`src/hw/rtl/dxd_pkg.sv`:
```
// Shared types and constants for the DoG extremum detector.
// No dependencies; every other RTL file imports this package.
package dxd_pkg;

	localparam int MAX_WIDTH  = 2048;
	localparam int MAX_HEIGHT = 4096;
	localparam int COL_W      = $clog2(MAX_WIDTH);
	localparam int ROW_W      = $clog2(MAX_HEIGHT);
	localparam int WID_W      = 12;
	localparam int HGT_W      = 13;
	localparam int PIX_W      = 8;
	localparam int CFG_W      = 13;
	localparam int CFG_IDX_W  = 2;
	localparam int QDEPTH     = 4;
	localparam int QPTR_W     = $clog2(QDEPTH);
	localparam int QCNT_W     = QPTR_W + 1;

	typedef enum logic [CFG_IDX_W-1:0] {
		REG_WIDTH        = 2'd0,
		REG_HEIGHT       = 2'd1,
		REG_BRIGHT_FLOOR = 2'd2,
		REG_CURV         = 2'd3
	} cfg_reg_t;

	typedef enum logic [1:0] {
		CLS_NONE     = 2'd0,
		CLS_KEYPOINT = 2'd1,
		CLS_DARK     = 2'd2,
		CLS_EDGE     = 2'd3
	} point_class_t;

	// [plane above/middle/below][row old..new][col old..new]
	typedef logic [2:0][2:0][2:0][PIX_W-1:0] window_t;

	typedef struct packed {
		logic [WID_W-1:0] width;
		logic [HGT_W-1:0] height;
		logic [7:0]       bright_floor;
		logic [7:0]       curv;
	} cfg_t;

	typedef struct packed {
		logic             eval;
		logic [COL_W-1:0] x;
		logic [ROW_W-1:0] y;
		window_t          win;
	} job_t;

	typedef struct packed {
		logic              empty;
		logic [QCNT_W-1:0] count;
	} qstat_t;

endpackage

```
`src/hw/rtl/dxd_back.sv`:
```
// Back end: 26-neighbor extremum test, brightness check and Hessian edge test.
// Depends on dxd_pkg; pulls jobs from dxd_queue, drives the result register.
module dxd_back
	import dxd_pkg::*;
(
	input  logic             clk,
	input  logic             arst_n,
	input  cfg_t             cfg,
	input  qstat_t           qstat,
	input  job_t             job,
	output logic             pop,
	output logic             res_valid,
	input  logic             res_ready,
	output logic             res_center,
	output point_class_t     res_class,
	output logic [COL_W-1:0] res_x,
	output logic [ROW_W-1:0] res_y
);

	logic en;

	// stage 1: compares and Hessian terms
	logic               v_s1, ev_s1, ext_s1, dark_s1;
	logic [COL_W-1:0]   x_s1;
	logic [ROW_W-1:0]   y_s1;
	logic signed [9:0]  dxx_s1, dyy_s1, q_s1;
	logic signed [10:0] tr_s1;
	// stage 2: products
	logic               v_s2, ev_s2, ext_s2, dark_s2;
	logic [COL_W-1:0]   x_s2;
	logic [ROW_W-1:0]   y_s2;
	logic signed [19:0] pdd_s2, qq_s2;
	logic signed [21:0] tt_s2;
	// stage 3: determinant and left side
	logic               v_s3, ev_s3, ext_s3, dark_s3;
	logic [COL_W-1:0]   x_s3;
	logic [ROW_W-1:0]   y_s3;
	logic signed [24:0] det_s3;
	logic [32:0]        lhs_s3;
	// stage 4: right side
	logic               v_s4, ev_s4, ext_s4, dark_s4, neg_s4;
	logic [COL_W-1:0]   x_s4;
	logic [ROW_W-1:0]   y_s4;
	logic [32:0]        lhs_s4;
	logic signed [41:0] rhs_s4;

	logic [8:0]         rp1;
	logic [17:0]        rsq_full;
	logic [16:0]        rsq_q;

	logic [PIX_W-1:0]   c, n, s, w, e, nw, ne, sw, se;
	logic               all_gt, all_lt;
	logic signed [9:0]  dxx_c, dyy_c, q_c;
	logic               edge_c;
	point_class_t       cls_c;

	assign en  = !res_valid || res_ready;
	assign pop = en && !qstat.empty;

	assign c  = job.win[1][1][1];
	assign n  = job.win[1][0][1];
	assign s  = job.win[1][2][1];
	assign w  = job.win[1][1][0];
	assign e  = job.win[1][1][2];
	assign nw = job.win[1][0][0];
	assign ne = job.win[1][0][2];
	assign sw = job.win[1][2][0];
	assign se = job.win[1][2][2];

	always_comb begin
		all_gt = 1'b1;
		all_lt = 1'b1;
		for (int p = 0; p < 3; p++) begin
			for (int r = 0; r < 3; r++) begin
				for (int k = 0; k < 3; k++) begin
					if (!(p == 1 && r == 1 && k == 1)) begin
						if (!(job.win[p][r][k] > c)) all_gt = 1'b0;
						if (!(job.win[p][r][k] < c)) all_lt = 1'b0;
					end
				end
			end
		end
	end

	assign dxx_c = 10'(n) + 10'(s) - 10'({c, 1'b0});
	assign dyy_c = 10'(w) + 10'(e) - 10'({c, 1'b0});
	assign q_c   = 10'(nw) + 10'(se) - 10'(sw) - 10'(ne);

	assign rp1      = {1'b0, cfg.curv} + 9'd1;
	assign rsq_full = rp1 * rp1;

	always_ff @(posedge clk) begin
		rsq_q <= rsq_full[16:0];
	end

	always_ff @(posedge clk or negedge arst_n) begin
		if (!arst_n) begin
			v_s1      <= 1'b0;
			v_s2      <= 1'b0;
			v_s3      <= 1'b0;
			v_s4      <= 1'b0;
			res_valid <= 1'b0;
		end else if (en) begin
			v_s1      <= pop;
			v_s2      <= v_s1;
			v_s3      <= v_s2;
			v_s4      <= v_s3;
			res_valid <= v_s4;
		end
	end

	always_ff @(posedge clk) begin
		if (en) begin
			ev_s1   <= job.eval;
			x_s1    <= job.x;
			y_s1    <= job.y;
			ext_s1  <= all_gt || all_lt;
			dark_s1 <= c < cfg.bright_floor;
			dxx_s1  <= dxx_c;
			dyy_s1  <= dyy_c;
			q_s1    <= q_c;
			tr_s1   <= {dxx_c[9], dxx_c} + {dyy_c[9], dyy_c};

			ev_s2   <= ev_s1;
			x_s2    <= x_s1;
			y_s2    <= y_s1;
			ext_s2  <= ext_s1;
			dark_s2 <= dark_s1;
			pdd_s2  <= dxx_s1 * dyy_s1;
			qq_s2   <= q_s1 * q_s1;
			tt_s2   <= tr_s1 * tr_s1;

			ev_s3   <= ev_s2;
			x_s3    <= x_s2;
			y_s3    <= y_s2;
			ext_s3  <= ext_s2;
			dark_s3 <= dark_s2;
			det_s3  <= {pdd_s2[19], pdd_s2, 4'b0000} - {{5{qq_s2[19]}}, qq_s2};
			lhs_s3  <= {12'b0, tt_s2[20:0]} * {21'b0, cfg.curv, 4'b0000};

			ev_s4   <= ev_s3;
			x_s4    <= x_s3;
			y_s4    <= y_s3;
			ext_s4  <= ext_s3;
			dark_s4 <= dark_s3;
			neg_s4  <= det_s3[24];
			lhs_s4  <= lhs_s3;
			rhs_s4  <= $signed({1'b0, rsq_q}) * det_s3;

			res_center <= ev_s4;
			res_class  <= cls_c;
			res_x      <= x_s4;
			res_y      <= y_s4;
		end
	end

	assign edge_c = neg_s4 || ($signed({9'b0, lhs_s4}) > rhs_s4);

	always_comb begin
		if (!ev_s4 || !ext_s4) begin
			cls_c = CLS_NONE;
		end else if (dark_s4) begin
			cls_c = CLS_DARK;
		end else if (edge_c) begin
			cls_c = CLS_EDGE;
		end else begin
			cls_c = CLS_KEYPOINT;
		end
	end

endmodule

```
`config.mk`:
```
export PLATFORM = sky130hd
export DESIGN_NAME = dxd_back
export DESIGN_NICKNAME = d
export VERILOG_FILES = /design/src/hw/rtl/dxd_pkg.sv /design/src/hw/rtl/dxd_back.sv
export SDC_FILE = /design/constraint.sdc
export NUM_CORES = 2
export LEC_CHECK = 0
export BUFFER_PORTS_ARGS = -buffer_cell sky130_fd_sc_hd__buf_4
export CORE_MARGIN = 5
export CORE_UTILIZATION = 40
export DETAILED_ROUTE_END_ITERATION = 10
export PLACE_DENSITY = 0.66
export SETUP_SLACK_MARGIN = 0.4
export SLEW_MARGIN = 20
export SYNTH_ARGS = -nofsm -noshare
export SYNTH_HDL_FRONTEND = slang
export SYNTH_SLANG_ARGS = --single-unit
```
`constraint.sdc`:
```
create_clock -name clk -period 12.7 [get_ports clk]
set_clock_uncertainty 0.2 [all_clocks]
set_input_delay 0.635 -clock clk [delete_from_list [all_inputs] [get_ports clk]]
set_output_delay 0.635 -clock clk [all_outputs]
set_load 0.1 [all_outputs]
```
Word level (Yosys, flattened, before mapping). Index checks and enable logic that the tools add are counted.

Flip-flop bits (word level): 380. Input bits: 288. Output and inout bits: 28.

Add/sub/neg operators: 10. $mul: 6. Order comparisons: 54. Muxes and demuxes: 54. Reductions and logical operators: 10.

Operators by type and width (number): 8-bit < comparator (27); 8-bit greater-than comparator (26); 1-bit 2-to-1 mux (52); 34-bit by 42-bit greater-than comparator with 1-bit output (1); 18-bit by 25-bit multiplier with 42-bit output (1); 10-bit by 10-bit multiplier with 20-bit output (2); 21-bit by 8-bit multiplier with 29-bit output (1); 8-bit by 8-bit adder with 9-bit output (3); 24-bit by 20-bit subtractor with 25-bit output (1); 11-bit by 11-bit multiplier with 21-bit output (1); 9-bit by 9-bit subtractor with 10-bit output (2); 9-bit by 9-bit multiplier with 17-bit output (1); 10-bit by 10-bit adder with 11-bit output (1); 10-bit by 8-bit subtractor with 10-bit output (1); 9-bit by 8-bit subtractor with 10-bit output (1); 8-bit by 1-bit adder with 9-bit output, second input constant (1); 1-bit logical NOT (4); 1-bit logical OR (4); 2-bit 2-to-1 mux (2); 2-bit OR reduction (1); 1-bit logical AND (1).

Logic depth before layout (Yosys ltp).
Word-level depth: 28. Gate-level depth with buffers: 26.

Worst setup path before layout. Ideal clock, no wire load.

Kind: register -> register. Start: reg res_valid. End: reg dark_s1 (enable). Library setup time: 702 ps. Data arrival time: 7979 ps. Slack: 3819 ps. Cell stages (with the launch flop): 4. Period minus slack after synthesis: 8881 ps. Path through: dfrtp_1 > nor2b_1 > clkbuf_1 > inv_1.

Cells in the longest elaborated chain, start to end: 2.

RTL lines: start, declared (line dxd_back.sv:12) `output logic res_valid,`; start signal, assigned (line dxd_back.sv:108) `res_valid <= v_s4;`; 1-bit logical NOT (line dxd_back.sv:57) `assign en = !res_valid || res_ready;`; 1-bit logical OR (line dxd_back.sv:57); end signal, assigned (line dxd_back.sv:118) `dark_s1 <= c < cfg.bright_floor;`; end, declared (line dxd_back.sv:23) `logic v_s1, ev_s1, ext_s1, dark_s1;`.

No other way between the ends. A chain may end at the register's enable or synchronous reset.

Worst setup path after layout.
Start: reg rsq_q[7]. End: reg rhs_s4[36], data pin.

Cells in the longest elaborated chain, start to end: 1.

RTL lines: start, declared (line dxd_back.sv:49) `logic [16:0] rsq_q;`; start signal, assigned (line dxd_back.sv:93) `rsq_q <= rsq_full[16:0];`; 18-bit by 25-bit multiplier with 42-bit output (line dxd_back.sv:148) `rhs_s4 <= $signed({1'b0, rsq_q}) * det_s3;`; end signal, assigned (line dxd_back.sv:148); end, declared (line dxd_back.sv:45) `logic signed [41:0] rhs_s4;`.

No other way between the ends.

==> results_dict.tcl <==
set metrics [dict create \
    vias_per_cell 4.92 \
    htreeDepth 2 \
    min_period_ns 7.41 \
    worstPathRequired_ns 12.81 \
    avgSynthCellArea_um2 10.3 \
    met3_usage_pct 3.25 \
    dieHeight_um 370 \
    grt_use_total_pct 17.0 \
    worst-path-max-fanout 24 \
    ys.flop_type "edfxtp_1" \
    ys_ff_latch 375 \
    postCtsSetupBuffers 0 \
    synth_seq_area_share_pct 21.3 \
    pin_count 316 \
    status "completed" \
    rows 132 \
    setup_ws_ns 5.29 \
    finalSetupTns_ns 0 \
    core_um2 129000 \
    cts_buffers 46 \
    use_met1_pct 21.1 \
    tightest_slew_ns 1.13 \
    ant_nets 0 \
    timing.final.crit_share_pct 58.4 \
    tritoncts "yes" \
    grt-ovfl-total 0 \
    clk_pin_slew_ns 0.05 \
    grt_pass1_wl_um 191000 \
    critPathCaptureType "register" \
    multi_input_area_um2 36500 \
    pre_cts_slack_ns 5.41 \
    layout-drive-gt1-share_pct 7.33 \
    grt_pass1_vias 38300 \
    yosysUniqueCellTypes 71 \
    drt-total-wl_um 113000 \
    fill_cells 12300 \
    wire_per_inst_um 16.0 \
    dieWidth_um 370 \
    hp-class "in2reg" \
    grt_use_met2_pct 30.1 \
    synth_top_area_share_pct 32.1 \
    syn-cell-area_um2 51900 \
    synth-edff-count 354 \
    regArea_um2 11100 \
    yosysWarnings 0 \
    dr_total_vias 34700 \
    clock_path_buffers 3 \
    dp_hpwl_um 94400 \
    setup-violations-final 0 \
    initial_core_util_pct 40.2 \
    max_cap_violations 0 \
    netlist_top_cells_area "fa_1 (32%), edfxtp_1 (20%), ha_1 (16%), inv_1 (7.5%), and2_1 (4.5%)" \
    place_congestion 0.879 \
    max_clock_freq_mhz 135 \
    drc 0 \
    dr.pass1.iters 5 \
    finalMaxSlewViolations 0 \
    top_usage_layer "met2" \
    hold_viol_final 0 \
    detail_route.iter0.violations 1484 \
    dieArea_um2 137000 \
    yosysTopAreaCell "fa_1" \
    crit_path_start_kind "register" \
    antenna_found_initial 2 \
    port_buffers 287 \
    cts_root_buf "clkbuf_16" \
    syn2layout_area_growth_pct 11.2 \
    worst-setup-path-type "reg2reg" \
    layout.nets 7062 \
    rsz0062_at_grt "false" \
    synthCells 5022 \
    cts_sinks 375 \
    insertion_delay_ns 0.61 \
    synth-async-reset-ratio_pct 1.33 \
    arrival_ns 7.53 \
    grt_max_degree 185 \
    slew_headroom_pct 24.4 \
]
[final cells by class]
class | count | share of cell area (%)
Clock inverter | 34 | 0.603
Clock buffer | 50 | 2.02
Sequential cell | 375 | 19.2
Multi-Input combinational cell | 3502 | 63.3
Antenna cell | 2 | 0.00867
Tap cell | 1742 | 3.78
Timing Repair Buffer | 329 | 4.41
Inverter | 1034 | 6.74
[cells in the final DEF, fill, tap and decap left out, types with 16 or more instances in the layout]
cell type / instances
nor3_1: 22
nand2b_1: 58
buf_4: 303
nor2b_1: 61
dlygate4sd3_1: 25
o21a_1: 50
ha_1: 654
a21oi_1: 184
xnor2_1: 159
xor2_1: 50
nand2_1: 455
nand4_1: 60
inv_1: 1033
clkbuf_16: 46
fa_1: 832
dfxtp_1: 16
nor2_1: 131
edfxtp_1: 354
o21ai_0: 107
o21bai_1: 26
nand3_1: 46
and2_1: 371
a21o_1: 90
[final timing paths]
check | slack, ns | cells past startpoint | start | endpoint
worst min register to register | 0.21 | 0 | x_s2[6] | x_s3[6]
worst max register to register | 5.29 | 21 | rsq_q[7] | rhs_s4[36]
max in group asynchronous | 12.00 | 2 | arst_n | v_s3
worst max-delay path | 5.29 | 21 | rsq_q[7] | rhs_s4[36]
min in group asynchronous | 0.18 | 2 | arst_n | res_valid
worst min-delay path | 0.15 | 3 | qstat[3] | v_s1
[timing repair]
item | CTS | global route
hold buffers | 25 | 0
hold endpoints to repair | 29 | 0
gates resized for setup | 0 | 0
[through the flow]
step	cell area [um^2]	hold slack, ns	instances	utilization [%]
3_5_place_dp	55900	0.205	6957	43.3
5_1_grt	57700	0.114	7066	44.7
2_1_floorplan	51900	0.139	5028	-
3_3_place_gp	55900	0.200	6957	43.3
4_1_cts	57700	0.101	7066	44.7
6_report	57700	0.150	7068	44.7
[cell families after synthesis]
kind of cell    Yosys count  share of synthesized area, %
fa+ha+maj              1486                          47.9
simple gates           1248                          12.1
buf+inv                1151                          8.33
compound gates          545                          6.64
flops                   375                          21.3
xor+xnor                209                          3.53
mux                       6                         0.128
other cells               2                        0.0145
[state kept, by name, indices dropped and copies added (netlist names), 11 cells and up]
register,flops
y_s3,12
x_s4,11
x_s1,11
x_s2,11
y_s2,12
rhs_s4,41
y_s1,12
lhs_s3,29
res_x,11
pdd_s2,20
lhs_s4,29
y_s4,12
res_y,12
det_s3,24
tr_s1,11
tt_s2,20
x_s3,11
rsq_q,16
qq_s2,19
[cell usage after synthesis, types with 9 or more instances]
cell type  instances
a211oi_1          11
a21o_1            90
a21oi_1          184
a31oi_1            9
and2_1           371
clkbuf_1         113
dfxtp_1           16
edfxtp_1         354
fa_1             832
ha_1             654
inv_1           1034
nand2_1          455
nand2b_1          58
nand3_1           46
nand4_1           60
nor2_1           131
nor2b_1           61
nor3_1            22
nor4_1            14
o211ai_1          11
o21a_1            50
o21ai_0          107
o21bai_1          26
xnor2_1          159
xor2_1            50
[worst max-delay path, cell delays in order, from the launching register on]
cell and delay [ns]:
dfxtp_1 1.05, nand2_1 0.18, fa_1 0.55, inv_1 0.05, fa_1 0.47, inv_1 0.05
fa_1 0.48, fa_1 0.54, fa_1 0.50, inv_1 0.05, fa_1 0.43, ha_1 0.38
a221oi_1 0.32, o21ai_1 0.14, a221o_1 0.33, and2_0 0.14, a31oi_1 0.26, a31oi_1 0.22
a31oi_2 0.30, o2111ai_1 0.17, a21oi_1 0.19, xnor2_1 0.09
[routing by layer]
layer / wire [um] / vias up / share of wire (%)
met5: 0 / - / 0
met4: 3570 / 0 / 3.2
met3: 6460 / 157 / 5.7
met2: 56300 / 684 / 50
met1: 46700 / 17400 / 41
li1: - / 16500 / -
Power is left out: the tool's default activity adds up to more than one toggle a clock period on the data nets, which glitch-free logic cannot reach.
