**config.mk**
```make
export PLATFORM = sky130hd
export DESIGN_NAME = dxd_queue
export DESIGN_NICKNAME = d
export VERILOG_FILES = /design/src/hw/rtl/dxd_pkg.sv /design/src/hw/rtl/dxd_queue.sv
export SDC_FILE = /design/constraint.sdc
export NUM_CORES = 1
export LEC_CHECK = 0
export BUFFER_PORTS_ARGS = -buffer_cell sky130_fd_sc_hd__buf_2
export CORE_MARGIN = 5
export CORE_UTILIZATION = 40
export CTS_CLUSTER_DIAMETER = 30
export DETAILED_ROUTE_END_ITERATION = 16
export GPL_TIMING_DRIVEN = 0
export MAX_ROUTING_LAYER = met4
export PLACE_DENSITY = 0.65
export SLEW_MARGIN = 30
export SYNTH_ARGS = -nofsm -noshare
export SYNTH_HDL_FRONTEND = slang
export SYNTH_SLANG_ARGS = --single-unit
export TNS_END_PERCENT = 1
```
**constraint.sdc**
```tcl
create_clock -name clk -period 9.4 [get_ports clk]
set_input_delay 1.41 -clock clk [delete_from_list [all_inputs] [get_ports clk]]
set_output_delay 1.41 -clock clk [all_outputs]
set_load 0.01 [all_outputs]
```
**src/hw/rtl/dxd_pkg.sv**
```systemverilog
// Shared types and constants for the DoG extremum detector.
// No dependencies; every other RTL file imports this package.
package dxd_pkg;

	localparam int MAX_WIDTH  = 2048;
	localparam int MAX_HEIGHT = 4096;
	localparam int COL_W      = $clog2(MAX_WIDTH);
	localparam int ROW_W      = $clog2(MAX_HEIGHT);
	localparam int WID_W      = 12;
	localparam int HGT_W      = 13;
	localparam int PIX_W      = 8;
	localparam int CFG_W      = 13;
	localparam int CFG_IDX_W  = 2;
	localparam int QDEPTH     = 4;
	localparam int QPTR_W     = $clog2(QDEPTH);
	localparam int QCNT_W     = QPTR_W + 1;

	typedef enum logic [CFG_IDX_W-1:0] {
		REG_WIDTH        = 2'd0,
		REG_HEIGHT       = 2'd1,
		REG_BRIGHT_FLOOR = 2'd2,
		REG_CURV         = 2'd3
	} cfg_reg_t;

	typedef enum logic [1:0] {
		CLS_NONE     = 2'd0,
		CLS_KEYPOINT = 2'd1,
		CLS_DARK     = 2'd2,
		CLS_EDGE     = 2'd3
	} point_class_t;

	// [plane above/middle/below][row old..new][col old..new]
	typedef logic [2:0][2:0][2:0][PIX_W-1:0] window_t;

	typedef struct packed {
		logic [WID_W-1:0] width;
		logic [HGT_W-1:0] height;
		logic [7:0]       bright_floor;
		logic [7:0]       curv;
	} cfg_t;

	typedef struct packed {
		logic             eval;
		logic [COL_W-1:0] x;
		logic [ROW_W-1:0] y;
		window_t          win;
	} job_t;

	typedef struct packed {
		logic              empty;
		logic [QCNT_W-1:0] count;
	} qstat_t;

endpackage

```
**src/hw/rtl/dxd_queue.sv**
```systemverilog
// Short job queue between front and back ends.
// Depends on dxd_pkg for job_t and queue depth.
module dxd_queue
	import dxd_pkg::*;
(
	input  logic   clk,
	input  logic   arst_n,
	input  logic   push,
	input  job_t   wr_job,
	input  logic   pop,
	output job_t   rd_job,
	output qstat_t qstat
);

	job_t              slot [QDEPTH];
	logic [QPTR_W-1:0] wr_ptr_q;
	logic [QPTR_W-1:0] rd_ptr_q;
	logic [QCNT_W-1:0] count_q;

	always_ff @(posedge clk or negedge arst_n) begin
		if (!arst_n) begin
			wr_ptr_q <= '0;
			rd_ptr_q <= '0;
			count_q  <= '0;
		end else begin
			if (push) begin
				wr_ptr_q <= wr_ptr_q + QPTR_W'(1);
			end
			if (pop) begin
				rd_ptr_q <= rd_ptr_q + QPTR_W'(1);
			end
			if (push && !pop) begin
				count_q <= count_q + QCNT_W'(1);
			end else if (pop && !push) begin
				count_q <= count_q - QCNT_W'(1);
			end
		end
	end

	always_ff @(posedge clk) begin
		if (push) begin
			slot[wr_ptr_q] <= wr_job;
		end
	end

	assign rd_job      = slot[rd_ptr_q];
	assign qstat.count = count_q;
	assign qstat.empty = (count_q == '0);

endmodule

```
# Word-level counts from Yosys, hierarchy flattened
# Memory sizes are Yosys's and may differ from the RTL's.
# Cells that the tools add are included.
[word_totals] input_bits=244 latch_bits=0 out_inout_bits=244 n_memories=1 mem_bits_ro=0 wordCells=18 ramBits=960 ff_bits=7
[mem_list] memory="slot" words=4 word_bits=240 read_ports=1 rd_clocked_by_memory_dff=0 write_ports=1 line_no="dxd_queue.sv:15" rtl="job_t slot [QDEPTH];"
[op_classes] order_cmp=0 div=0 bitwise=0 n_reduce_logical=6 mul=0 addsub=4 muxes=4 shift=0 eq_ne=0
[ops] cell="two-way mux 3 bit" count=2
[ops] cell="adder 2 x 1 -> 2 bit, second input constant" count=2
[ops] cell="adder 3 x 1 -> 3 bit, second input constant" count=1
[ops] cell="logical NOT 3 bit" count=1
[ops] cell="subtractor 3 x 1 -> 3 bit, second input constant" count=1
[ops] cell="logical AND 1 bit" count=2
[ops] cell="logical NOT 1 bit" count=2
[ops] cell="two-way mux 1 bit" count=2
[ops] cell="nonzero test 2 bit" count=1

# Depth between registers and ports, before layout
# Gate-level depths: netlist of the first run.
[logic_depth] ltp_word=4 ltp_mapped=7 depth_no_buf=7

# Least setup slack after synthesis of the first run
# OpenSTA, ideal clock, no wires.
[synth_timing] path_type="input port to flip-flop" from="in push" to="mem slot[0][0] in the netlist's numbering (enable)" path_buffers=0 path_stages=1 t_arrival_ns=6.839 setup_ns=0.630 t_required_ns=8.770 setup_slack_ns=1.931 cell_sequence="and2_1"
[synth_between] elab_chain_len=2
[synth_lines] element="from (decl)" line_no="dxd_queue.sv:8" rtl="input logic push,"
[synth_lines] element="two-way mux 1 bit" line_no="dxd_queue.sv:41" rtl="if (push) begin"
[synth_lines] element="two-way mux 1 bit (implied by the code)" line_no="dxd_queue.sv:42" rtl="slot[wr_ptr_q] <= wr_job;"
[synth_lines] element="to (decl)" line_no="dxd_queue.sv:15"
# No other way between the ends.

==> results.txt, run 1 <==
----------------------------------------------------
[Layout]
  Number of nets in the finished design ... 2226
  Number of inserted filler cells in the final layout ... 6609
  Proportion of layout cells with a drive suffix above 1 ... 50.78%
  Cell Count, Final, Fillers Out ... 3308
  Sequential cell area in the final layout ... 29000 sq um
  Area growth from synthesis to final layout ... 30.31%
  Area of the multi-input gates ... 5608 sq um

[Power]
  Reg power frac ... 35.9%
  Relative contribution of combinational cells to total power ... 25.3%
  Overall power ... 0.01613 W
  Max VDD drop ... 0.2735 mV
  Leakage Power ... 15.83 nW
  Net load switching power ... 0.004538 W
  Power density relative to cell area ... 353.7 nW/um^2
  Clock Power Share ... 38.8%
  Pint ... 0.01160 W
  Switching share of total power ... 28.13%

[STA]
  Hold violation count in the final report ... 0
  Peak clock frequency supported by timing ... 223.8 MHz
  Max Transition Viols Final ... 0
  Final worst path period share ... 47.54%
  Setup repair after global routing missed its margin ... no
  Post-route clock skew ... 0.03856 ns
  Shortest clock period the worst path allows after layout ... 4.469 ns
  Slack of the critical path ... 4.931 ns
  Endpoints failing setup ... 0
  Worst slew slack as a fraction of its limit ... 45.40%
  Pin slew with the least headroom to its limit ... 0.8190 ns
  Setup total negative slack ... 0 ns
  Minimum hold slack ... 0.5047 ns

[CTS]
  Post-CTS Hold Buffers ... 0
  CTS-repair resized insts ... 0
  Clock latency reported for the late side of the worst-skew pair ... 0.75 ns
  Number of sinks handled by clock tree synthesis ... 967
  Depth of the CTS H-tree ... 4
  Post-CTS setup repair buffer count ... 0
  Clock-pin slew of the registers on the worst-case setup and hold paths ... 0.05 ns
  TritonCTS buffer count ... 175
  Cell at the root of the clock tree ... sky130_fd_sc_hd__clkbuf_16
  Maximum clock path buffer count ... 3
  CTS tree ... built

[Worst hold path]
  Start point of the worst hold path ... count_q[2]
  Cell depth of the worst hold path ... 1
  Worst Hold Endpoint ... count_q[2]
  HP Class ... reg -> reg

[Synthesis]
  Number of nets produced by synthesis ... 1537
  Post-Synthesis Cells ... 1287
  Cells taking the most area after synthesis ... sky130_fd_sc_hd__edfxtp_1 82%, sky130_fd_sc_hd__mux4_2 15%, sky130_fd_sc_hd__buf_6 0.68%
  Fraction of post-synthesis cell area in the top cell type by area ... 82.34%
  Library cells used by synthesis ... 17
  Warnings, synthesis ... 0
  Sequential element share of the synthesized area ... 82.84%
  Post-Synthesis Cell Area ... 35010 sq um
  Share of async-settable or async-resettable flops after synthesis ... 0.7239%
  Cell type contributing the most total cell area after synthesis ... sky130_fd_sc_hd__edfxtp_1
  EDFF count, synth ... 960
  Top post-synthesis cells by count ... 960 x sky130_fd_sc_hd__edfxtp_1, 240 x sky130_fd_sc_hd__mux4_2, 26 x sky130_fd_sc_hd__buf_2
  Most instantiated library cell after synthesis ... sky130_fd_sc_hd__edfxtp_1
  Average size of a mapped cell ... 27.20 sq um
  Dominant register cell in the synthesized netlist ... sky130_fd_sc_hd__edfxtp_1
  FF+latch count, synth ... 967

[Die]
  Effective utilization at floorplan ... 40.29%
  Number of rows in the core area ... 108
  I/O pins ... 488
  Die outline width ... 305.8 microns
  Total Die Area ... 93540 sq um
  Standard cell core area ... 86890 sq um
  Die height ... 305.8 microns

[Global route]
  GRT Util Overall ... 16.58%
  Largest net degree at the start of global routing ... 41
  Wire length of the first global-routing pass ... 113200 microns
  Via count of the first global-routing pass ... 17950
  Congestion Overflow GR ... 0
  Initial antenna violation count ... 27

[Placed design]
  Post-placement worst setup slack ... 5.419 ns
  Post-detailed-placement half-perimeter wirelength ... 48900 microns
  Placer Congestion ... 0.7273
  Number of instances in the placed design ... 2954
  IO buf count ... 487

[Drt]
  Count of TritonRoute iterations in the first routing pass ... 5
  Via total after detailed routing ... 16240
  DRC errors left ... 0
  Remaining antenna violation count after routing ... 0
  Routed len/inst ... 22.90 microns
  Detailed Route WL ... 75760 microns
  Vias/cell ... 4.908
  1st-iter DRT viols ... 923

[Critical path]
  Kind of capture point of the worst setup path ... output pin
  Biggest fanout along the worst timing path ... 10
  Setup slack, reg-to-reg ... 6.94 ns
  Startpoint of the lowest-slack register-to-register path ... wr_ptr_q[0]
  Number of cells traversed by the worst register-to-register path ... 6
  Arrival time of data at the critical path endpoint ... 3.06 ns
  Type of the worst setup path ... reg -> out
  Data required time of the worst path ... 7.99 ns
  Endpoint of the worst-slack reg-to-reg timing path ... slot[2][139]
  Startpoint class of the critical path ... flip-flop

[Run]
  Number of maximum-capacitance violations ... 0

[Run status]
  Status ... completed

----------------------------------------------------
worst max path at each step:
| stage | to | startpoint | slack, ns | depth (start not counted) |
|---|---|---|---|---|
| 6_report | rd_job[176] | rd_ptr_q[1] | 4.93 | 5 |
| 5_1_grt | rd_job[179] | rd_ptr_q[1] | 4.58 | 5 |
| 4_1_cts | rd_job[179] | rd_ptr_q[1] | 4.59 | 5 |
| 3_5_place_dp | rd_job[179] | rd_ptr_q[1] | 5.42 | 5 |
| 3_3_place_gp | slot[1][108] | push | -2.97 | 2 |
| 2_1_floorplan | slot[0][0] | push | 1.93 | 1 |
state kept, by name, summed over array words and instances (netlist names):
| signal | cells |
|---|---|
| wr_ptr_q | 2 |
| slot | 960 |
| count_q | 3 |
| rd_ptr_q | 2 |
stage by stage:
step	cell area (sq um)	utilization [%]
2_1_floorplan	35010	-
3_3_place_gp	38890	44.76
3_5_place_dp	39510	45.48
4_1_cts	45540	52.41
5_1_grt	45610	52.49
6_report	45620	52.50
cells in the final DEF, fill, tap and decap left out, types with 2 or more instances in the layout:
master                       count
sky130_fd_sc_hd__clkinv_8        2
sky130_fd_sc_hd__and2_4          4
sky130_fd_sc_hd__edfxtp_1      960
sky130_fd_sc_hd__buf_6          21
sky130_fd_sc_hd__diode_2        32
sky130_fd_sc_hd__bufinv_16      25
sky130_fd_sc_hd__clkbuf_1       33
sky130_fd_sc_hd__clkinv_1       23
sky130_fd_sc_hd__clkinv_16       5
sky130_fd_sc_hd__mux4_2        240
sky130_fd_sc_hd__buf_16         15
sky130_fd_sc_hd__buf_2         513
sky130_fd_sc_hd__clkinvlp_4     21
sky130_fd_sc_hd__ha_1            5
sky130_fd_sc_hd__xnor2_1         2
sky130_fd_sc_hd__nand2_1         2
sky130_fd_sc_hd__dfrtp_1         7
sky130_fd_sc_hd__clkinv_2       24
sky130_fd_sc_hd__xor2_1          4
sky130_fd_sc_hd__inv_1           4
sky130_fd_sc_hd__inv_16          6
sky130_fd_sc_hd__buf_12         10
sky130_fd_sc_hd__inv_6           6
sky130_fd_sc_hd__clkbuf_16     175
sky130_fd_sc_hd__clkinv_4        9
critical path: stages, from the launching register on:
cell                       delay [ns]
sky130_fd_sc_hd__dfrtp_1         0.31
sky130_fd_sc_hd__buf_2           0.28
sky130_fd_sc_hd__clkbuf_1        0.66
sky130_fd_sc_hd__buf_2           0.52
sky130_fd_sc_hd__mux4_2          0.39
sky130_fd_sc_hd__buf_2           0.18
area by class of cell:
type                       instances  area share [%]
multi-input combinational        262           12.29
timing repair buffer             512           6.687
tap                             1155           3.168
sequential                       967           63.57
antenna                           32          0.1755
inverter                           4         0.03291
clock buffer                     201           9.813
clock inverter                   121           3.395
buffer                            54          0.8612
power groups by stage:
stage | Sequential (W) | Combinational (W) | Clock, W
2_1_floorplan | 0.00604 | 0.00246 | 0
3_3_place_gp | 0.00626 | 0.00401 | 0
6_report | 0.00579 | 0.00409 | 0.00625
4_1_cts | 0.00580 | 0.00423 | 0.00638
5_1_grt | 0.00585 | 0.00440 | 0.00661
3_5_place_dp | 0.00587 | 0.00421 | 0
cell families after synthesis:
kind of cell               Yosys count  share of synthesized area (%)
adders and majority gates            6                         0.2359
buffers and inverters               58                          1.165
AOI/OAI and AO/OA                    1                        0.01428
and+or+nand+nor                      8                         0.1179
muxes                              241                          15.47
DFF                                967                          82.84
xor gates and xnor gates             6                         0.1501
routing by layer:
| metal | GRT usage [%] | vias to the layer above | share of wire, % |
|---|---|---|---|
| li1 | - | 7119 | - |
| met1 | 18.94 | 8461 | 38 |
| met2 | 26.79 | 545 | 51 |
| met3 | 6.937 | 112 | 9.2 |
| met4 | 5.438 | 0 | 1.9 |
| met5 | - | - | 0 |
(Power assumes the default switching activity.)
==> run 2: changes to the inputs <==
PLACE_DENSITY = 0.67   (was 0.65)
clock period = 3.81 ns   (was 9.4 ns; I/O delays follow)
==> run 2 against run 1 <==
Cell count grew 4.0%. Sequential power grew 150%. Flip-flop and latch count is the same. Utilization grew 1.5 points. Global-route usage grew 0.46 points. Register-to-register slack lost 5.7 ns. Power grew 140%. Critical path depth is the same. Clock skew shrank 0.0054 ns. Worst hold slack lost 0.44 ns. Critical path type unchanged. Critical endpoint is now rd_job[94].
==> results.txt, run 2 (synthesis results as in run 1) <==
----------------------------------------------------
[Run status]
  Status ... completed

[Global route]
  GRT Util Overall ... 17.04%
  Largest net degree at the start of global routing ... 39
  Via count of the first global-routing pass ... 19060
  Wire length of the first global-routing pass ... 117400 microns
  Initial antenna violation count ... 13
  Congestion Overflow GR ... 0

[Critical path]
  Arrival time of data at the critical path endpoint ... 2.99 ns
  Cell chain of the critical path ... buf_2, clkbuf_1, buf_2, mux4_2, buf_2
  Kind of capture point of the worst setup path ... output pin
  CP Launch Point ... rd_ptr_q[1]
  Startpoint of the lowest-slack register-to-register path ... wr_ptr_q[0]
  Type of the worst setup path ... reg -> out
  Setup slack, reg-to-reg ... 1.21 ns
  Biggest fanout along the worst timing path ... 10
  Number of cells traversed by the worst register-to-register path ... 7
  Startpoint class of the critical path ... flip-flop
  Data required time of the worst path ... 3.24 ns
  Worst setup endpoint ... rd_job[94]
  Cell at the slowest stage of the critical path ... sky130_fd_sc_hd__clkbuf_1
  Endpoint of the worst-slack reg-to-reg timing path ... slot[0][135]
  Delay of the slowest cell on the worst path ... 0.70 ns
  Most common cell type on the critical path ... sky130_fd_sc_hd__buf_2

[Die]
  Die outline width ... 305.8 microns
  I/O pins ... 488
  Standard cell core area ... 86890 sq um
  Die height ... 305.8 microns
  Effective utilization at floorplan ... 40.29%
  Total Die Area ... 93540 sq um
  Number of rows in the core area ... 108

[Power]
  Relative contribution of combinational cells to total power ... 26.0%
  Switching share of total power ... 28.71%
  Reg power frac ... 36.3%
  Pint ... 0.02815 W
  Max VDD drop ... 0.6516 mV
  Overall power ... 0.03948 W
  Net load switching power ... 0.01134 W
  Clock Power Share ... 37.7%
  Leakage Power ... 16.41 nW
  Power density relative to cell area ... 840.8 nW/um^2

[Drt]
  Count of TritonRoute iterations in the first routing pass ... 4
  Remaining antenna violation count after routing ... 0
  1st-iter DRT viols ... 1132
  Via total after detailed routing ... 17140
  Detailed Route WL ... 77570 microns
  Routed len/inst ... 22.55 microns
  Vias/cell ... 4.983
  DRC errors left ... 0

[CTS]
  CTS tree ... built
  Clock-pin slew of the registers on the worst-case setup and hold paths ... 0.05 ns
  Maximum clock path buffer count ... 3
  Cell at the root of the clock tree ... sky130_fd_sc_hd__clkbuf_16
  Depth of the CTS H-tree ... 4
  Clock latency reported for the late side of the worst-skew pair ... 0.73 ns
  Number of sinks handled by clock tree synthesis ... 967
  TritonCTS buffer count ... 173

[STA]
  Worst slew slack as a fraction of its limit ... 40.58%
  Endpoints failing setup ... 0
  Post-route clock skew ... 0.03318 ns
  Final worst path period share ... 93.50%
  Hold violation count in the final report ... 0
  Setup repair after global routing missed its margin ... no
  Shortest clock period the worst path allows after layout ... 3.562 ns
  Peak clock frequency supported by timing ... 280.7 MHz
  Max Transition Viols Final ... 0
  Pin slew with the least headroom to its limit ... 0.8912 ns
  Slack of the critical path ... 0.2476 ns

[Layout]
  Number of inserted filler cells in the final layout ... 6388
  Proportion of layout cells with a drive suffix above 1 ... 48.06%
  Area of the multi-input gates ... 5608 sq um
  Sequential cell area in the final layout ... 29000 sq um
  Max FFs per register ... 960
  Register bank with the most flops ... slot
  Number of nets in the finished design ... 2381
  Largest registers ... slot (960), count_q (3)
  Area growth from synthesis to final layout ... 34.14%
  Most frequent cells in the layout ... 960 x sky130_fd_sc_hd__edfxtp_1, 513 x sky130_fd_sc_hd__buf_2, 240 x sky130_fd_sc_hd__mux4_2, 176 x sky130_fd_sc_hd__clkbuf_16, 154 x sky130_fd_sc_hd__dlygate4sd3_1
  Final cell area excluding filler cells ... 46960 sq um
  Cell Count, Final, Fillers Out ... 3440
  Leading cell type in the layout, fill and taps excluded ... sky130_fd_sc_hd__edfxtp_1

[Run]
  Number of maximum-capacitance violations ... 0

[Placed design]
  Placed inst area ... 39550 sq um
  Placer Congestion ... 0.7631
  IO buf count ... 487
  Post-detailed-placement half-perimeter wirelength ... 49040 microns
  Post-placement worst setup slack ... 0.7765 ns
  Number of instances in the placed design ... 2957

[Worst hold path]
  Cell depth of the worst hold path ... 1
  HP Class ... in -> reg

----------------------------------------------------
==> run 2: changes by cell type in the layout (fill, tap and decap cells not counted), moves of 3 or more <==
| cell | change |
|---|---|
| sky130_fd_sc_hd__dlygate4sd3_1 | +154 |
| sky130_fd_sc_hd__diode_2 | -19 |
| sky130_fd_sc_hd__clkbuf_1 | -14 |
| sky130_fd_sc_hd__bufinv_16 | -10 |
| sky130_fd_sc_hd__inv_6 | +10 |
| sky130_fd_sc_hd__buf_12 | +6 |
| sky130_fd_sc_hd__clkinv_4 | +6 |
| sky130_fd_sc_hd__inv_16 | -5 |
| sky130_fd_sc_hd__clkinv_1 | -4 |
| sky130_fd_sc_hd__buf_16 | -3 |
| sky130_fd_sc_hd__clkbuf_8 | +3 |
==> run 2: layout make-up <==
class,instances,area share [%]
multi-input combinational,262,11.94
antenna,13,0.06927
buffer,54,0.8393
tap,1155,3.077
clock buffer,192,9.571
inverter,4,0.03197
clock inverter,124,2.851
sequential,967,61.76
timing repair buffer,669,9.858
==> run 2: timing repair <==
action	in CTS	in global routing
gates resized for setup	1	0
hold buffers	154	0
setup buffers	0	0
setup endpoints to repair	10	0
hold endpoints to repair	535	0
==> run 2: power by group through the flow <==
| stage | logic, W | registers (W) | clock network [W] |
|---|---|---|---|
| 3_5_place_dp | 0.0104 | 0.0145 | 0 |
| 6_report | 0.0103 | 0.0143 | 0.0149 |
| 4_1_cts | 0.0106 | 0.0143 | 0.0152 |
| 2_1_floorplan | 0.00607 | 0.0145 | 0 |
| 3_3_place_gp | 0.00986 | 0.0148 | 0 |
| 5_1_grt | 0.0110 | 0.0145 | 0.0158 |
==> run 2: worst min-delay path by stage <==
stage | startpoint | to | slack, ns
global route | wr_job[44] | slot[2][44] | 0.009
global placement | arst_n | count_q[2] | 0.41
finish | wr_job[119] | slot[2][119] | 0.07
floorplan | arst_n | count_q[0] | 0.28
detailed placement | arst_n | count_q[2] | 0.42
CTS | wr_job[48] | slot[3][48] | 0.0001
==> run 2: routing by layer <==
layer  global-route usage, %  wire length [microns]  vias up
met5                       -                      0        -
met4                   6.346                   2172        0
met3                   5.985                   6377      145
met2                   27.64                  39690      627
met1                   19.81                  29330     8949
li1                        -                      -     7422
==> run 2: critical path: cells and delay by family, from the launching register on <==
| family | cells | cell delay, ns |
|---|---|---|
| buffers and inverters | 4 | 1.54 |
| flip-flops | 1 | 0.31 |
| multiplexers | 1 | 0.39 |
==> run 2: through the flow <==
step / utilization [%] / hold WS, ns / setup TNS, ns
6_report: 54.05 / 0.06767 / 0
5_1_grt: 54.04 / 0.009193 / 0
4_1_cts: 54.01 / 0.00009598 / 0
3_5_place_dp: 45.52 / 0.4191 / 0
3_3_place_gp: 44.77 / 0.4113 / -1456.17
2_1_floorplan: - / 0.2759 / -72.92
==> run 3: changes to the inputs <==
PLACE_DENSITY = unset   (was 0.67)
PLACE_DENSITY_LB_ADDON = 0.3   (was unset)
==> run 3 against run 2 <==
Count of clock-buffer cells in the layout rose by 7. Utilization rose by 1.1 points. First-iteration DRC count fell by 12%. Critical path depth did not move. Global-route usage rose by 0.18 points. Worst hold slack improved by 0.0012 ns. Cell count rose by 2.1%. Via count rose by 0.75%. Setup slack barely moved. Clock skew fell by 0.0071 ns. Non-clock buffer count rose by 50. Final area rose by 2.0%. Critical path type unchanged.
==> results.txt, run 3 (synthesis results as in run 1) <==
----------------------------------------------------
[Run status]
  Status ... completed

[STA]
  Setup total negative slack ... 0 ns
  Peak clock frequency supported by timing ... 280.7 MHz
  Shortest clock period the worst path allows after layout ... 3.563 ns
  Max Transition Viols Final ... 0
  Minimum hold slack ... 0.06889 ns
  Worst slew slack as a fraction of its limit ... 39.27%
  Post-route clock skew ... 0.02612 ns
  Endpoints failing setup ... 0
  Hold violation count in the final report ... 0
  Final worst path period share ... 93.51%
  Pin slew with the least headroom to its limit ... 0.9109 ns
  Setup repair after global routing missed its margin ... no

[Critical path]
  Cell at the slowest stage of the critical path ... sky130_fd_sc_hd__clkbuf_1
  Kind of capture point of the worst setup path ... output pin
  Arrival time of data at the critical path endpoint ... 2.99 ns
  CP Launch Point ... rd_ptr_q[1]
  Delay of the slowest cell on the worst path ... 0.68 ns
  Cell chain of the critical path ... buf_2, clkbuf_1, buf_2, mux4_2, buf_2
  Startpoint of the lowest-slack register-to-register path ... wr_ptr_q[0]
  Most common cell type on the critical path ... sky130_fd_sc_hd__buf_2
  Data required time of the worst path ... 3.24 ns
  Biggest fanout along the worst timing path ... 10
  Type of the worst setup path ... reg -> out
  Startpoint class of the critical path ... flip-flop
  Number of cells traversed by the worst register-to-register path ... 7

[Layout]
  Leading cell type in the layout, fill and taps excluded ... sky130_fd_sc_hd__edfxtp_1
  Cell Count, Final, Fillers Out ... 3511
  Sequential cell area in the final layout ... 29000 sq um
  Final cell area excluding filler cells ... 47900 sq um
  Register bank with the most flops ... slot
  Number of inserted filler cells in the final layout ... 6424
  Area growth from synthesis to final layout ... 36.81%
  Number of nets in the finished design ... 2437
  Proportion of layout cells with a drive suffix above 1 ... 47.11%
  Max FFs per register ... 960
  Most frequent cells in the layout ... 960 x sky130_fd_sc_hd__edfxtp_1, 513 x sky130_fd_sc_hd__buf_2, 240 x sky130_fd_sc_hd__mux4_2, 204 x sky130_fd_sc_hd__dlygate4sd3_1, 182 x sky130_fd_sc_hd__clkbuf_16
  Area of the multi-input gates ... 5608 sq um
  Largest registers ... slot (960), count_q (3)

[Die]
  Effective utilization at floorplan ... 40.29%
  Die outline width ... 305.8 microns
  Number of rows in the core area ... 108
  Die height ... 305.8 microns
  Total Die Area ... 93540 sq um
  Standard cell core area ... 86890 sq um
  I/O pins ... 488

[Power]
  Max VDD drop ... 0.5226 mV
  Leakage Power ... 16.82 nW
  Overall power ... 0.04065 W
  Power density relative to cell area ... 848.7 nW/um^2

[Global route]
  Wire length of the first global-routing pass ... 118400 microns
  GRT Util Overall ... 17.22%
  Largest net degree at the start of global routing ... 39
  Via count of the first global-routing pass ... 19180
  Congestion Overflow GR ... 0
  Initial antenna violation count ... 16

[CTS]
  Clock-pin slew of the registers on the worst-case setup and hold paths ... 0.05 ns
  Post-CTS setup repair buffer count ... 0
  Clock latency reported for the late side of the worst-skew pair ... 0.75 ns
  Cell at the root of the clock tree ... sky130_fd_sc_hd__clkbuf_16
  Depth of the CTS H-tree ... 4
  TritonCTS buffer count ... 179
  Number of sinks handled by clock tree synthesis ... 967
  CTS tree ... built
  Maximum clock path buffer count ... 3

[Drt]
  1st-iter DRT viols ... 999
  DRC errors left ... 0
  Detailed Route WL ... 78200 microns
  Via total after detailed routing ... 17270
  Vias/cell ... 4.919
  Routed len/inst ... 22.27 microns
  Remaining antenna violation count after routing ... 0
  Count of TritonRoute iterations in the first routing pass ... 5

[Worst hold path]
  Cell depth of the worst hold path ... 1
  HP Class ... in -> reg
  Start point of the worst hold path ... wr_job[197]

[Placed design]
  Placer Congestion ... 0.7378
  Number of instances in the placed design ... 2957
  Placed inst area ... 39510 sq um
  Post-detailed-placement half-perimeter wirelength ... 50000 microns
  IO buf count ... 487

[Run]
  Number of maximum-capacitance violations ... 0

----------------------------------------------------
## run 3: area by class of cell
class,count,share of cell area (%)
sequential,967,60.55
multi-input combinational,262,11.71
timing repair buffer,719,10.62
clock buffer,199,9.642
clock inverter,132,3.508
tap,1155,3.017
buffer,54,0.8229
antenna,19,0.09927
inverter,4,0.03135
## run 3: metrics by stage
| step | setup WS (ns) | utilization, % |
|---|---|---|
| CTS | 0.1000 | 55.07 |
| finish | 0.2473 | 55.12 |
| floorplan | -0.1677 | - |
| global route | 0.09797 | 55.11 |
| global placement | -2.831 | 44.77 |
| detailed placement | 0.8220 | 45.47 |
## run 3: layer usage
metal,part of all wire [%],global-route usage (%)
met4,2.5,6.050
met2,52,28.09
met1,38,19.92
met5,0,-
met3,7.9,6.212
## run 3: worst paths after layout
path                                 to  slack, ns
min in group asynchronous    count_q[2]       0.22
max in group asynchronous   wr_ptr_q[0]       3.42
max reg2reg                slot[0][136]       1.30
max                          rd_job[72]       0.25
min reg2reg                  count_q[2]       0.54
min                        slot[3][197]       0.07
## run 3: worst max-delay path: cells and delay by family, from the launching register on
family   cells  cell delay [ns]
mux          1             0.40
flops        1             0.31
buf+inv      4             1.52
## run 3: repair_timing
action / in CTS / in global routing
hold buffers: 204 / 0
setup endpoints to repair: 1 / 0
resized for setup: 1 / 0
endpoints found under the hold margin: 772 / 0
## run 3: power by group
| part | internal (W) | switching (W) | total (W) |
|---|---|---|---|
| Clock | 0.0107 | 0.00530 | 0.0160 |
| Sequential | 0.0139 | 0.000403 | 0.0143 |
| Combinational | 0.00465 | 0.00565 | 0.0103 |
